File: src/rtl/core/xbf_pkg.sv
// ----------------------------------------------------------------------------
// xbf_pkg
// Constants, command/status types and the CRC-16 byte update for the framer.
// ----------------------------------------------------------------------------
package xbf_pkg;

  localparam int unsigned ChunkBytes = 128;
  localparam int unsigned CntW       = $clog2(ChunkBytes + 1);

  localparam logic [CntW-1:0] ChunkCnt = CntW'(ChunkBytes);
  localparam logic [CntW-1:0] LastCnt  = CntW'(ChunkBytes - 1);

  localparam logic [7:0]  SohByte = 8'h01;
  localparam logic [7:0]  PadByte = 8'h1A;
  localparam logic [15:0] CrcPoly = 16'h1021;

  typedef enum logic [2:0] {
    OSEL_SOH,
    OSEL_NUM,
    OSEL_CMP,
    OSEL_DATA,
    OSEL_PAD,
    OSEL_CRC_HI,
    OSEL_TRL_LO
  } out_sel_e;

  typedef struct packed {
    logic     load_item;
    logic     open_blk;
    logic     clr_blknum;
    logic     absorb_data;
    logic     absorb_pad;
    logic     close_blk;
    logic     out_load;
    out_sel_e out_sel;
    logic     out_last;
  } dp_cmd_t;

  typedef struct packed {
    logic in_block;
    logic full_next;
    logic crc_mode;
  } dp_status_t;

  // CRC-16/XMODEM, MSB first, one byte.
  function automatic logic [15:0] crc_update(logic [15:0] crc, logic [7:0] b);
    logic [15:0] c;
    c = crc ^ {b, 8'h00};
    for (int i = 0; i < 8; i++) begin
      if (c[15]) begin
        c = {c[14:0], 1'b0} ^ CrcPoly;
      end else begin
        c = {c[14:0], 1'b0};
      end
    end
    return c;
  endfunction

endpackage

File: src/rtl/core/xbf_dp.sv
// ----------------------------------------------------------------------------
// xbf_dp
// Framer datapath: block state, running sum and CRC, output payload register.
// ----------------------------------------------------------------------------
module xbf_dp (
  input  logic                clk_i,
  input  logic                rst_ni,
  input  logic                cfg_we_i,
  input  logic                cfg_wdata_i,
  input  logic [7:0]          data_byte_i,
  input  xbf_pkg::dp_cmd_t    cmd_i,
  output xbf_pkg::dp_status_t status_o,
  output logic [7:0]          frame_byte_o,
  output logic [7:0]          repeat_count_o,
  output logic                block_end_o,
  output logic                last_o
);
  import xbf_pkg::*;

  logic            crc_mode_q;
  logic            in_block_q, in_block_d;
  logic [CntW-1:0] cnt_q, cnt_d;
  logic [7:0]      blknum_q, blknum_d;
  logic [7:0]      sum_q, sum_d;
  logic [15:0]     crc_q, crc_d;
  logic [7:0]      byte_q;

  logic [7:0]      frame_q, frame_d;
  logic [7:0]      rep_q, rep_d;
  logic            bend_q, bend_d;
  logic            last_q;

  logic [7:0]      absorb_byte;
  logic [CntW-1:0] pad_cnt;

  assign absorb_byte = cmd_i.absorb_pad ? PadByte : byte_q;
  assign pad_cnt     = ChunkCnt - cnt_q;

  always_comb begin
    in_block_d = in_block_q;
    cnt_d      = cnt_q;
    blknum_d   = blknum_q;
    sum_d      = sum_q;
    crc_d      = crc_q;
    if (cmd_i.clr_blknum) begin
      blknum_d = '0;
    end
    if (cmd_i.open_blk) begin
      blknum_d   = blknum_q + 8'd1;
      in_block_d = 1'b1;
      cnt_d      = '0;
      sum_d      = '0;
      crc_d      = '0;
    end
    if (cmd_i.absorb_data || cmd_i.absorb_pad) begin
      sum_d = sum_q + absorb_byte;
      crc_d = crc_update(crc_q, absorb_byte);
      cnt_d = cnt_q + CntW'(1);
    end
    if (cmd_i.close_blk) begin
      in_block_d = 1'b0;
      cnt_d      = '0;
      sum_d      = '0;
      crc_d      = '0;
    end
  end

  always_comb begin
    frame_d = byte_q;
    rep_d   = 8'd1;
    bend_d  = 1'b0;
    unique case (cmd_i.out_sel)
      OSEL_SOH:    frame_d = SohByte;
      OSEL_NUM:    frame_d = blknum_q;
      OSEL_CMP:    frame_d = ~blknum_q;
      OSEL_DATA:   frame_d = byte_q;
      OSEL_PAD: begin
        frame_d = PadByte;
        rep_d   = 8'(pad_cnt);
      end
      OSEL_CRC_HI: frame_d = crc_q[15:8];
      OSEL_TRL_LO: begin
        frame_d = crc_mode_q ? crc_q[7:0] : sum_q;
        bend_d  = 1'b1;
      end
      default:     frame_d = byte_q;
    endcase
  end

  always_ff @(posedge clk_i or negedge rst_ni) begin
    if (!rst_ni) begin
      crc_mode_q <= 1'b1;
      in_block_q <= 1'b0;
      cnt_q      <= '0;
      blknum_q   <= '0;
      sum_q      <= '0;
      crc_q      <= '0;
    end else begin
      if (cfg_we_i) begin
        crc_mode_q <= cfg_wdata_i;
      end
      in_block_q <= in_block_d;
      cnt_q      <= cnt_d;
      blknum_q   <= blknum_d;
      sum_q      <= sum_d;
      crc_q      <= crc_d;
    end
  end

  // payload registers, no reset
  always_ff @(posedge clk_i) begin
    if (cmd_i.load_item) begin
      byte_q <= data_byte_i;
    end
    if (cmd_i.out_load) begin
      frame_q <= frame_d;
      rep_q   <= rep_d;
      bend_q  <= bend_d;
      last_q  <= cmd_i.out_last;
    end
  end

  assign status_o.in_block  = in_block_q;
  assign status_o.full_next = (cnt_q == LastCnt);
  assign status_o.crc_mode  = crc_mode_q;

  assign frame_byte_o   = frame_q;
  assign repeat_count_o = rep_q;
  assign block_end_o    = bend_q;
  assign last_o         = last_q;

endmodule

File: src/rtl/core/xbf_ctrl.sv
// ----------------------------------------------------------------------------
// xbf_ctrl
// Framer controller: sequences header, data, pad and trailer results.
// ----------------------------------------------------------------------------
module xbf_ctrl (
  input  logic                clk_i,
  input  logic                rst_ni,
  input  logic                in_valid_i,
  output logic                in_stall_o,
  input  logic                mode_i,
  output logic                out_valid_o,
  input  logic                out_stall_i,
  input  xbf_pkg::dp_status_t status_i,
  output xbf_pkg::dp_cmd_t    cmd_o
);
  import xbf_pkg::*;

  typedef enum logic [3:0] {
    S_IDLE,
    S_SOH,
    S_NUM,
    S_CMP,
    S_DATA,
    S_PAD,
    S_PADRUN,
    S_TRL_HI,
    S_TRL_LO
  } state_e;

  state_e  state_q, state_d;
  logic    out_valid_q, out_valid_d;
  logic    slot_free;
  state_e  trl_state;
  dp_cmd_t cmd;

  assign slot_free  = !out_valid_q || !out_stall_i;
  assign trl_state  = status_i.crc_mode ? S_TRL_HI : S_TRL_LO;
  assign in_stall_o = (state_q != S_IDLE);

  always_comb begin
    cmd         = '0;
    cmd.out_sel = OSEL_DATA;
    state_d     = state_q;
    unique case (state_q)
      S_IDLE: begin
        if (in_valid_i) begin
          cmd.load_item = 1'b1;
          if (!mode_i) begin
            state_d = status_i.in_block ? S_DATA : S_SOH;
          end else begin
            cmd.clr_blknum = 1'b1;
            if (status_i.in_block) begin
              state_d = S_PAD;
            end
          end
        end
      end
      S_SOH: begin
        if (slot_free) begin
          cmd.out_load = 1'b1;
          cmd.out_sel  = OSEL_SOH;
          cmd.open_blk = 1'b1;
          state_d      = S_NUM;
        end
      end
      S_NUM: begin
        if (slot_free) begin
          cmd.out_load = 1'b1;
          cmd.out_sel  = OSEL_NUM;
          state_d      = S_CMP;
        end
      end
      S_CMP: begin
        if (slot_free) begin
          cmd.out_load = 1'b1;
          cmd.out_sel  = OSEL_CMP;
          state_d      = S_DATA;
        end
      end
      S_DATA: begin
        if (slot_free) begin
          cmd.out_load    = 1'b1;
          cmd.out_sel     = OSEL_DATA;
          cmd.absorb_data = 1'b1;
          cmd.out_last    = !status_i.full_next;
          state_d         = status_i.full_next ? trl_state : S_IDLE;
        end
      end
      S_PAD: begin
        if (slot_free) begin
          cmd.out_load = 1'b1;
          cmd.out_sel  = OSEL_PAD;
          state_d      = S_PADRUN;
        end
      end
      S_PADRUN: begin
        // fold one pad byte per cycle into sum and CRC
        cmd.absorb_pad = 1'b1;
        if (status_i.full_next) begin
          state_d = trl_state;
        end
      end
      S_TRL_HI: begin
        if (slot_free) begin
          cmd.out_load = 1'b1;
          cmd.out_sel  = OSEL_CRC_HI;
          state_d      = S_TRL_LO;
        end
      end
      S_TRL_LO: begin
        if (slot_free) begin
          cmd.out_load  = 1'b1;
          cmd.out_sel   = OSEL_TRL_LO;
          cmd.out_last  = 1'b1;
          cmd.close_blk = 1'b1;
          state_d       = S_IDLE;
        end
      end
      default: state_d = S_IDLE;
    endcase
    out_valid_d = cmd.out_load || (out_valid_q && out_stall_i);
  end

  always_ff @(posedge clk_i or negedge rst_ni) begin
    if (!rst_ni) begin
      state_q     <= S_IDLE;
      out_valid_q <= 1'b0;
    end else begin
      state_q     <= state_d;
      out_valid_q <= out_valid_d;
    end
  end

  assign cmd_o       = cmd;
  assign out_valid_o = out_valid_q;

endmodule

File: src/rtl/core/xmodem_block_framer.sv
// ----------------------------------------------------------------------------
// xmodem_block_framer
// Frames file bytes into XMODEM blocks with checksum or CRC-16 trailer.
//
//   channel | handshake                 | payload
//   --------+---------------------------+-----------------------------------
//   in      | in_valid_i / in_stall_o   | mode_i, data_byte_i
//   out     | out_valid_o / out_stall_i | frame_byte_o, repeat_count_o,
//           |                           |   block_end_o, last_o
//   cfg     | cfg_we_i                  | cfg_wdata_i (crc_mode)
//
// One item at a time: the input is taken in idle, then each result passes
// through the output register. An item causes 0 to 4 results. End of file
// on an open block also walks the pad bytes through the CRC unit, one per cycle.
// Output stall holds the result register and, outside the pad walk, the
// sequencer; input stalls in every state but idle. Reset leaves crc_mode at 1
// and no block open.
// ----------------------------------------------------------------------------
module xmodem_block_framer (
  input  logic       clk_i,
  input  logic       rst_ni,
  input  logic       cfg_we_i,
  input  logic       cfg_wdata_i,
  input  logic       in_valid_i,
  output logic       in_stall_o,
  input  logic       mode_i,
  input  logic [7:0] data_byte_i,
  output logic       out_valid_o,
  input  logic       out_stall_i,
  output logic [7:0] frame_byte_o,
  output logic [7:0] repeat_count_o,
  output logic       block_end_o,
  output logic       last_o
);
  import xbf_pkg::*;

  dp_cmd_t    cmd;
  dp_status_t status;

  xbf_ctrl u_ctrl (
    .clk_i      (clk_i),
    .rst_ni     (rst_ni),
    .in_valid_i (in_valid_i),
    .in_stall_o (in_stall_o),
    .mode_i     (mode_i),
    .out_valid_o(out_valid_o),
    .out_stall_i(out_stall_i),
    .status_i   (status),
    .cmd_o      (cmd)
  );

  xbf_dp u_dp (
    .clk_i         (clk_i),
    .rst_ni        (rst_ni),
    .cfg_we_i      (cfg_we_i),
    .cfg_wdata_i   (cfg_wdata_i),
    .data_byte_i   (data_byte_i),
    .cmd_i         (cmd),
    .status_o      (status),
    .frame_byte_o  (frame_byte_o),
    .repeat_count_o(repeat_count_o),
    .block_end_o   (block_end_o),
    .last_o        (last_o)
  );

endmodule

File: config.mk
export PLATFORM = sky130hd
export DESIGN_NAME = xmodem_block_framer
export DESIGN_NICKNAME = d
export VERILOG_FILES = /design/src/rtl/core/xbf_pkg.sv /design/src/rtl/core/xbf_dp.sv /design/src/rtl/core/xbf_ctrl.sv /design/src/rtl/core/xmodem_block_framer.sv
export SDC_FILE = /design/constraint.sdc
export NUM_CORES = 1
export LEC_CHECK = 0
export BUFFER_PORTS_ARGS = -buffer_cell sky130_fd_sc_hd__buf_2
export CORE_UTILIZATION = 65
export DETAILED_ROUTE_END_ITERATION = 12
export PLACE_DENSITY = 0.87
export SLEW_MARGIN = 40
export SYNTH_ARGS = -nofsm -noshare
export SYNTH_HDL_FRONTEND = slang
export SYNTH_SLANG_ARGS = --single-unit
File: constraint.sdc
create_clock -name clk_i -period 4.22 [get_ports clk_i]
set_input_delay 0.844 -clock clk_i [delete_from_list [all_inputs] [get_ports clk_i]]
set_output_delay 0.844 -clock clk_i [all_outputs]
set_load 0.01 [all_outputs]
# Word-level counts from Yosys, hierarchy flattened
# Cells that the tools add are included.
[word_totals] reg_bits=73 inputBits=15 out_inout_bits=20 wordCells=130
[op_classes] add_sub_neg=4 n_eq_ne=24 mux=65 bitwise_logic=10 n_reduce_logical=14
[ops] op="$mux W16" n=10
[ops] op="$mux W13" n=8
[ops] op="$mux W4" n=18
[ops] op="$mux W8" n=9
[ops] op="$pmux W8 S6" n=1
[ops] op="$pmux W4 S9" n=1
[ops] op="$pmux W4 S7" n=1
[ops] op="$not A3 Y3" n=8
[ops] op="$add A8 B1 Y8 const B" n=2
[ops] op="$eq A4 B3 Y1 const B" n=4
[ops] op="$ne A2 B1 Y1 const B" n=8
[ops] op="$xor A16 B16 Y16" n=1
[ops] op="$mux W1" n=13
[ops] op="$reduce_and A10 Y1" n=1
[ops] op="$eq A3 B3 Y1 const B" n=3
[ops] op="$add A8 B8 Y8" n=1
[ops] op="$eq A4 B2 Y1 const B" n=2
[ops] op="$eq A8 B7 Y1 const B" n=1
[ops] op="$not A8 Y8" n=1
[ops] op="$sub A8 B8 Y8 const A" n=1
[ops] op="$mux W6" n=1
[ops] op="$mux W5" n=1
[ops] op="$eq A4 B1 Y1 const B" n=1
[ops] op="$eq A4 B4 Y1 const B" n=1
[ops] op="14 further kinds" n=19

# Depth between registers and ports, before layout
# Gate-level depths: netlist (run 1).
[depth] depth_word=29 mapped_depth=12 ltp_nobuf=10

# Cells and area by module
# From an unflattened synthesis (run 1), not the netlist that was laid out.
[unflattened] cells_unflattened=452 hier_area_um2=4376.7
[by_module_without_submodules] mod="xbf_dp" instances=1 cells_each=381 area_per_inst_um2=3802.4 seq_area_each_um2=1833.0
[by_module_without_submodules] mod="xbf_ctrl" instances=1 cells_each=71 area_per_inst_um2=574.3 seq_area_each_um2=125.1

# Worst setup path before layout (run 1)
# Ideal clock, no wire load.
[synth_timing] path_type="register to register" start="register u_ctrl.state_q[3]" end="register u_dp.sum_q[7]" setup_ns=0.087 arrival_ns=2.550 path_slack_ns=1.584 path_stages_with_launch=11 n_path_buf=2 period_less_slack_ns=2.636 path_cell_list="dfrtp_1 -> buf_6 -> and4bb_2 -> buf_6 -> or2_2 -> ha_1 -> a211oi_1 -> o2111ai_1 -> and3_1 -> or4_1 -> o211ai_1"
[synth_between] elab_chain_len=6
[synth_rtl] item="start: declaration" line="xbf_ctrl.sv:30" source="state_e state_q, state_d;"
[synth_rtl] item="start signal: assignment" line="xbf_ctrl.sv:129" source="state_q <= state_d;"
[synth_rtl] item="$eq A4 B3 Y1" line="xbf_ctrl.sv:44" source="unique case (state_q)"
[synth_rtl] item="$mux W1" line="xbf_ctrl.sv:44"
[synth_rtl] item="$mux W8" line="xbf_dp.sv:36" source="assign absorb_byte = cmd_i.absorb_pad ? PadByte : byte_q;"
[synth_rtl] item="$add A8 B8 Y8" line="xbf_dp.sv:56" source="sum_d = sum_q + absorb_byte;"
[synth_rtl] item="$mux W8" line="xbf_dp.sv:55" source="if (cmd_i.absorb_data || cmd_i.absorb_pad) begin"
[synth_rtl] item="$mux W8" line="xbf_dp.sv:60" source="if (cmd_i.close_blk) begin"
[synth_rtl] item="end signal: assignment" line="xbf_dp.sv:105" source="sum_q <= sum_d;"
[synth_rtl] item="end: declaration" line="xbf_dp.sv:24" source="logic [7:0] sum_q, sum_d;"
# Several ways; a longest one is shown, not always the timed one.
# A chain may end at the register's enable or synchronous reset.

# Worst setup path after layout (run 1)
[layout_timing] start="register u_ctrl.state_q[0]" end="register u_dp.sum_q[7]"
# Same word-level chain as after synthesis.

==> results.txt, run 1 <==
* Area enclosed by the die boundary: 0.00685 mm²
- In this run the cell area of the synthesized design comes to about 0.0042 mm².
- Post-CTS Setup Inserts: 0
- The netlist uses roughly 60 different library cells.
- After the flow finishes, the layout carries non-filler instances totaling between 500 and 600.
- Setup repair after global routing left no endpoint under its margin.
* Congestion Overflow GR: 0
- In the synthesized netlist, the cells that appear most often are nand2_1, dfrtp_1, o21ai_0.
* Drc violations: 0
- Counting flops with a built-in enable in the synthesized netlist gives 26.
* TritonCTS sink count: 73
- Antenna Cells: 0
- Counting tap cells, the placed design contains a total of 530 instances.
- The floorplan has 29 rows.
* Top cell family by delay on the critical path: simple AND/OR/NAND/NOR gates
- Total of hold buffers inserted after clock tree synthesis: 0
- Most frequent cell after synthesis: nand2_1
* Post-synthesis cell count: 436
* Max-slew violation count: 0
- Worst VDD drop: approximately 0.27 mV
- Maximum frequency from static timing analysis: ~0.30 GHz
- Of the post-synthesis cell area, the dominant cell type holds approximately 27%.
- On the final layout, the worst clock skew is between 0.01 and 0.015 ns.
* Worst R2R Start: u_ctrl.state_q[0]$_DFFE_PN0P_
- Wire length of the first global-routing pass: 16100 µm
* Post-CTS clock slew at the launch and capture registers of the worst setup and hold paths: roughly 0.08 ns
- Overall die height: slightly above 80 µm
* Average cell area after synthesis: slightly below 10 µm²
* Share of layout cells above drive strength 1: between 15 and 20%
- The smallest clock period supported by the final layout is computed as approximately 3.3 ns.
- Along the worst path, the maximum fanout reaches 21.
* Share of power burned in combinational logic: ~2.1%
* Number of buffers and inverters on the critical path: 0
- Synthesized netlist net count: 462
* Number of storage elements in the synthesis netlist: 73
* Slowest stage delay, CP: 0.89 ns
- Compared with the post-synthesis result, the final layout area differs by 9.29%.
- HP Start: u_dp.crc_q[2]$_DFFE_PN0P_
* Insertion delay to the later sink of the worst-skew pair: between 0.3 and 0.4 ns
- Yosys attributes the largest share of cell area to dfrtp_1, edfxtp_1, o21ai_0.
- At the end of the flow, the number of nets in the layout was roughly 500.
- The most critical setup path has its startpoint at u_ctrl.state_q[0]$_DFFE_PN0P_.
* Worst endpoint data arrival time: between 3 and 4 ns
* Final HPWL DP: 6610 µm
* Total chip power: 1.34 mW
- Total GRT Usage: between 30% and 40%
- At the end of routability-driven placement, the weighted congestion stood at between 0.9 and 1.
* Type of destination of the critical path: flip-flop
- Measured along the x axis, the die boundary spans between 80 and 90 µm.
* Count of pins on the block boundary: 35
- Vias per cell: 6.39
- For the final routed database, the setup TNS stands at 0 ns.
- Initial antenna violation count: 0
* Pleak: 1.97 nW
- Entering global routing, the biggest net connects 48 pins.
* Fillers: 460
- The tool flagged a number of max-cap violations equal to 0.
- Antenna Nets Post-Route: 0
* Flop2flop setup slack: between 0.8 and 0.9 ns
- At the pin with the least slew margin, the transition time is ~0.82 ns.
- The internal power of the cells totals 1.02 mW.
* Placeable Area: 0.00631 mm²
- Setup violations remaining at the end of the flow were counted as 0.
- Among all flip-flop cells after synthesis, the most frequent one is dfrtp_1.
* Outcome: finished clean
* Worst Setup Start Kind: flip-flop
- Post_cts resized: 0
- CP required: 4.50 ns
- In this run the tightest slew margin relative to its limit is between 40% and 50%.
- Of all flip-flops after synthesis, the portion carrying an async set or reset was 64.4%.
- Largest area contributor in the synthesized netlist: dfrtp_1
- NetSw: roughly 0.32 mW
- DR iter-0 viols: ~310
* Share of total power in the clock network: a little over two fifths
- The routed design has just over 10000 µm of wire.
* Worst setup path category: flip-flop to flip-flop
* CTS Buffer Depth: 2
- The routed layout has between 3000 and 4000 vias.
* Ratio of final minimum period to clock period: 78.9%
- Root buf cell: clkbuf_8
- For this design, the slowest cell found on the critical path is dfrtp_1.
- Input and output buffers added on the ports amount to 34.
- Num CTS Buffers: 9
- Starting density of the core: 67.2%
- Share of power burned in registers: 55.1%
- Number of search-and-repair iterations in the first detailed-routing pass: 5
- Power spread over the standard cell area amounts to 288 mW/mm².
* Hold slack: roughly 0.54 ns
- In this run the worst hold path is classified as flip-flop to flip-flop.
- Yosys synthesis warning count: 0
* Fraction of power spent switching nets: 23.6%
- CTS H-Tree Depth: 3
- In the final routed layout, each cell accounts on average for 18.5 µm.
* Sequential cell area fraction in the yosys report: 46.2%
- The number of global-route vias before repair came to 3290.
- Fin. Hold Viols: 0
- Cell-by-cell listing of the critical path: and4bb_2 > or2_2 > ha_1 > a211oi_1 > o2111ai_1 > and3_1 > or4_1 > o211ai_1
- Clock tree from TritonCTS: yes
flip-flops by register name, indices dropped and copies added, names as in the netlist, 4 cells and up:
name                 flops
u_dp.frame_byte_o        8
u_dp.byte_q              8
u_dp.sum_q               8
u_dp.repeat_count_o      8
u_ctrl.state_q           4
u_dp.blknum_q            8
u_dp.cnt_q               8
u_dp.crc_q              16
cells by family after synthesis:
family | share of synthesized area, %
compound gates | 14.5
mux | 2.39
fa+ha+maj | 3.42
xor+xnor | 11.0
flops | 46.2
buf+inv | 4.22
simple gates | 18.4
power by group through the flow:
stage	sequential, mW	combinational, mW	clock, mW
2_1_floorplan	0.747	0.0125	0
3_3_place_gp	0.751	0.0272	0
3_5_place_dp	0.751	0.0280	0
4_1_cts	0.737	0.0281	0.568
5_1_grt	0.737	0.0310	0.596
6_report	0.737	0.0276	0.572
per-stage QoR:
stage / cell area [µm²] / worst slack, ns / utilization, %
4_1_cts: 4640 / 0.963 / 73.4
6_report: 4640 / 0.889 / 73.4
2_1_floorplan: 4240 / 1.58 / -
3_3_place_gp: 4420 / 1.12 / 70.1
3_5_place_dp: 4440 / 0.975 / 70.3
5_1_grt: 4640 / 0.691 / 73.4
per-layer routing:
| layer | global-route usage (%) | part of all wire, % | routed length, µm |
|---|---|---|---|
| met5 | 0 | 0 | 0 |
| met4 | 13.3 | 2.4 | 244 |
| met3 | 7.43 | 7.7 | 779 |
| met2 | 53.5 | 49 | 4950 |
| met1 | 40.8 | 41 | 4100 |
worst register-to-register path: stages, from the launching register on:
cell and delay, ns:
dfrtp_1 0.89, and4bb_2 0.44, or2_2 0.34, ha_1 0.30, a211oi_1 0.33, o2111ai_1 0.21, and3_1 0.21, or4_1 0.46
o211ai_1 0.09
cells in the final DEF, fill, tap and decap left out, types with 3 or more instances in the layout:
| cell | n |
|---|---|
| a21oi_1 | 16 |
| a221o_1 | 4 |
| a22o_1 | 4 |
| and2_1 | 4 |
| and3_1 | 7 |
| buf_2 | 34 |
| buf_4 | 4 |
| clkbuf_8 | 9 |
| dfrtp_1 | 46 |
| edfxtp_1 | 26 |
| ha_1 | 10 |
| inv_1 | 16 |
| mux2i_1 | 9 |
| nand2_1 | 57 |
| nand2b_1 | 4 |
| nand3_1 | 15 |
| nand4_1 | 7 |
| nor2_1 | 30 |
| nor2_2 | 3 |
| nor2b_1 | 7 |
| nor3_1 | 3 |
| nor3b_1 | 4 |
| nor4_1 | 3 |
| o21ai_0 | 44 |
| o21ai_1 | 9 |
| o31ai_1 | 5 |
| or2_2 | 3 |
| xnor2_1 | 17 |
| xnor2_2 | 3 |
| xor2_1 | 23 |
final cells by class:
cell class / count / area, µm² / share of cell area (%)
clock inverter: 7 / 76.3 / 1.65
tap: 77 / 96.3 / 2.08
sequential: 73 / 1960 / 42.2
multi-input combinational: 326 / 2120 / 45.8
timing repair buffer: 38 / 200 / 4.32
inverter: 16 / 60.1 / 1.30
clock buffer: 9 / 124 / 2.67
worst paths after layout:
| check | end | depth (start not counted) |
|---|---|---|
| worst max register to register | u_dp.sum_q[7]$_DFFE_PN0P_ | 8 |
| worst max-delay path | u_dp.sum_q[7]$_DFFE_PN0P_ | 8 |
| min in group asynchronous | u_dp.blknum_q[5]$_DFFE_PN0P_ | 2 |
| max in group asynchronous | u_dp.crc_q[8]$_DFFE_PN0P_ | 2 |
| worst min register to register | u_dp.crc_q[2]$_DFFE_PN0P_ | 2 |
| worst min-delay path | u_dp.crc_q[2]$_DFFE_PN0P_ | 2 |
(Power assumes the default switching activity.)
==> run 2: changes to the inputs <==
--- a/config.mk
+++ b/config.mk
@@ -6,9 +6,9 @@
 export NUM_CORES = 1
 export LEC_CHECK = 0
 export BUFFER_PORTS_ARGS = -buffer_cell sky130_fd_sc_hd__buf_2
-export CORE_UTILIZATION = 65
+export CORE_UTILIZATION = 60
 export DETAILED_ROUTE_END_ITERATION = 12
-export PLACE_DENSITY = 0.87
+export PLACE_DENSITY = 0.81
 export SLEW_MARGIN = 40
 export SYNTH_ARGS = -nofsm -noshare
 export SYNTH_HDL_FRONTEND = slang
==> constraint.sdc (replaced) <==
create_clock -name clk_i -period 3.1 [get_ports clk_i]
set_input_delay 0.62 -clock clk_i [delete_from_list [all_inputs] [get_ports clk_i]]
set_output_delay 0.62 -clock clk_i [all_outputs]
set_load 0.01 [all_outputs]
==> run 2 against run 1 <==
  * Non-clock buffer count increased by 8
  * Sequential share of layout area decreased by 0.54 points
  * Die area increased by 8.1%
  * Via count decreased by 1.1%
  * Sequential power increased by 36%
  * Sequential cell count unchanged
  * Clock power increased by 28%
  * Clock skew decreased by 0.0021 ns
  * Wire length decreased by 0.59%
  * Worst hold slack got worse by 0.25 ns
  * First-iteration DRC count decreased by 6.2%
  * Utilization decreased by 4.3 points
  * Largest power group unchanged
  * Highest routed layer unchanged
==> results.txt, run 2 (synthesis gave the netlist of run 1 again) <==
* Insertion delay to the later sink of the worst-skew pair: 0.35 ns (-0.02 ns)
- Wire length of the first global-routing pass: 16400 µm (+1.4%)
* Share of power burned in registers: 56.6% (+1.5 points)
* Fillers: 506 (+10%)
- Setup repair after global routing left no endpoint under its margin.
- The actual transition at the worst max-transition pin was 0.747 ns (-0.0780 ns).
- Area enclosed by the die boundary: 0.00741 mm² (+8.1%)
* Share of total power in the clock network: 41.3% (-1.5 points)
- The maximum resistive drop on vdd came to 0.308 mV (+14%).
- The register with the most flip-flops in the final layout is u_dp.crc_q.
* Net count of the finished layout: 498 (+1.6%)
- Number of search-and-repair iterations in the first detailed-routing pass: 5 (unchanged)
* Max-slew violation count: 0 (unchanged)
* Internal power contribution: 1.38 mW (+35%)
- The initial antenna violation count was 0 (unchanged).
* Vias in the first global route: 3314 (+0.73%)
- Via count of the routed design: 3448 (-1.1%)
* Flip-flop count of the largest register after layout: 16 (unchanged)
- Leaving out fill and tap cells, the most frequent cells in the layout are nand2_1, dfrtp_1, o21ai_0.
* Placeable Area: 0.00679 mm² (+7.6%)
* TritonCTS sink count: 73 (unchanged)
- Hold slack: 0.292 ns (-0.250 ns)
- Critical Path Start: u_ctrl.state_q[0]$_DFFE_PN0P_
- Congestion Overflow GR: 0 (unchanged)
- The endpoint identified for the worst register-to-register timing path is u_dp.sum_q[7]$_DFFE_PN0P_.
- Worst slew margin relative to its limit: 49.9% (+4.9 points)
- Share of power burned in combinational logic: 2.1% (about the same)
- DR iter-0 viols: 286 (-6.2%)
- Worst setup path category: flip-flop to flip-flop
- Share of layout cells above drive strength 1: 16.6% (+0.36 points)
- The number of hold-slack violations in the final timing report came to 0 (unchanged).
* Site row count: 30 (+3.4%)
* Antenna Nets Post-Route: 0 (unchanged)
* Drc violations: 0 (unchanged)
* Reg2reg path depth: 9 (+1)
- Wirelength per Cell: 17.5 µm (-5.3%)
* Num CTS Buffers: 9 (unchanged)
- The horizontal extent of the die came to 86.1 µm (+4.0%).
* Final weighted congestion of routability-driven global placement: 0.947 (+3.2%)
* Vias per cell: 6.02 (-5.8%)
- Clock tree from TritonCTS: yes
- The floorplan die height came to 86.1 µm (+4.0%).
- The number of cells upsized or downsized after cts was 0 (unchanged).
- Slowest stage delay, CP: 0.47 ns (-0.42 ns)
- The overall fraction of global-route tracks in use was 29.1% (-3.2 points).
- The routed wire length came to 10000 µm (-0.59%).
- The total power density per cell area is 378 mW/mm² (+31%).
- The tree is rooted in a clkbuf_8.
* Top cell family by delay on the critical path: simple AND/OR/NAND/NOR gates
- Total of hold buffers inserted after clock tree synthesis: 0 (unchanged)
- Final Instance Count excl. Fillers: 573 (+4.9%)
* Number of maximum-capacitance violations: 0 (unchanged)
- Leading cell type in the layout, fill and taps excluded: nand2_1
* Worst R2R Start: u_ctrl.state_q[0]$_DFFE_PN0P_
* CTS H-Tree Depth: 3 (unchanged)
- The pin count of the biggest net entering global routing is 33 (-31%).
* Pleak: 1.99 nW (+1.3%)
- Cell-by-cell listing of the critical path: and4bb_2 > buf_4 > nor2b_1 > ha_1 > a21oi_1 > o2111ai_1 > and3_1 > or4_1 > o211ai_1
- Port buffer count: 34 (unchanged)
- Flop2flop setup slack: 0.54 ns (-0.35 ns)
* Post-CTS Setup Inserts: 0 (unchanged)
* Area growth, synth to finish: 10.7%
* Antenna Cells: 0 (unchanged)
- Max FO, Critical Path: 13 (-38%)
- The initial standard-cell utilization of the core was 62.4% (-4.8 points).
- The run finished with clean final reports.
- Number of buffers and inverters on the critical path: 1 (+1)
- The worst path arrival time came to 2.83 ns (-0.78 ns).
* Summed negative setup slack over all endpoints: 0 ns (unchanged)
* NetSw: 0.392 mW (+24%)
- The overall power of the completed layout came to 1.77 mW (+33%).
* CP required: 3.37 ns (-1.13 ns)
- Final HPWL DP: 7140 µm (+8.1%)
- Cell count after placement: 557 (+5.1%)
* Count of pins on the block boundary: 35 (unchanged)
- The clock skew came to 0.0101 ns (-0.00211 ns).
- Hold Path Class: primary input to async pin
- The upper clock frequency limit is 0.390 GHz (+30%).
* Post-route minimum period: 2.56 ns (-0.768 ns)
- Ratio of final minimum period to clock period: 82.7% (+3.8 points)
- The maximum buffer depth of the clock tree came to 2 (unchanged).
- # setup viols final: 0 (unchanged)
- The clock-pin slew of the registers on the worst-case setup and hold paths was 0.08 ns (about the same).
- Highest-delay cell along the critical path: or4_1
- Type of destination of the critical path: flip-flop
- The switching share of power was 22.1% (-1.5 points).
- Worst Setup Start Kind: flip-flop
run 2: changes by cell type in the layout (fill, tap and decap cells not counted), sizes merged:
| cell | previous run | this run |
|---|---|---|
| buf | 38 | 46 |
| inv | 18 | 16 |
| clkbuf | 9 | 12 |
| clkinvlp | 2 | 1 |
run 2: final cells by class:
type                            count  area (µm²)  area share (%)
Inverter                           16        60.1            1.28
Timing Repair Buffer               46         260            5.54
Clock buffer                       12         135            2.88
Sequential cell                    73        1960            41.7
Multi-Input combinational cell    326        2120            45.1
Tap cell                           96         120            2.56
Clock inverter                      4        46.3           0.986
run 2: how the worst max path moves through the flow:
stage	to	slack (ns)	depth (start not counted)
final	u_dp.sum_q[7]$_DFFE_PN0P_	0.54	9
after floorplan	u_dp.sum_q[7]$_DFFE_PN0P_	0.46	10
after global placement	u_dp.sum_q[7]$_DFFE_PN0P_	0.61	8
after CTS	u_dp.sum_q[7]$_DFFE_PN0P_	0.56	8
after global routing	u_dp.sum_q[7]$_DFFE_PN0P_	0.36	8
after detailed placement	u_dp.sum_q[7]$_DFFE_PN0P_	0.57	8
run 2: routing by layer:
layer	global-route usage (%)	vias up	part of all wire, %
met5	0	-	0
met4	11.4	0	1.9
met3	4.43	19	6.5
met2	48.4	180	49
met1	38.5	1646	43
li1	-	1603	-
run 2: metrics by stage:
stage               area [µm²]  utilization, %  setup slack [ns]
finish                    4700            69.1             0.537
global route              4700            69.1             0.360
CTS                       4700            69.1             0.565
detailed placement        4520            66.5             0.571
global placement          4510            66.4             0.607
floorplan                 4240               -             0.464
run 2: power by group through the flow:
stage / clock network (mW) / registers (mW) / logic, mW
2_1_floorplan: 0 / 1.02 / 0.0170
3_3_place_gp: 0 / 1.02 / 0.0373
3_5_place_dp: 0 / 1.02 / 0.0382
4_1_cts: 0.730 / 1.00 / 0.0382
5_1_grt: 0.767 / 1.00 / 0.0433
6_report: 0.732 / 1.00 / 0.0379
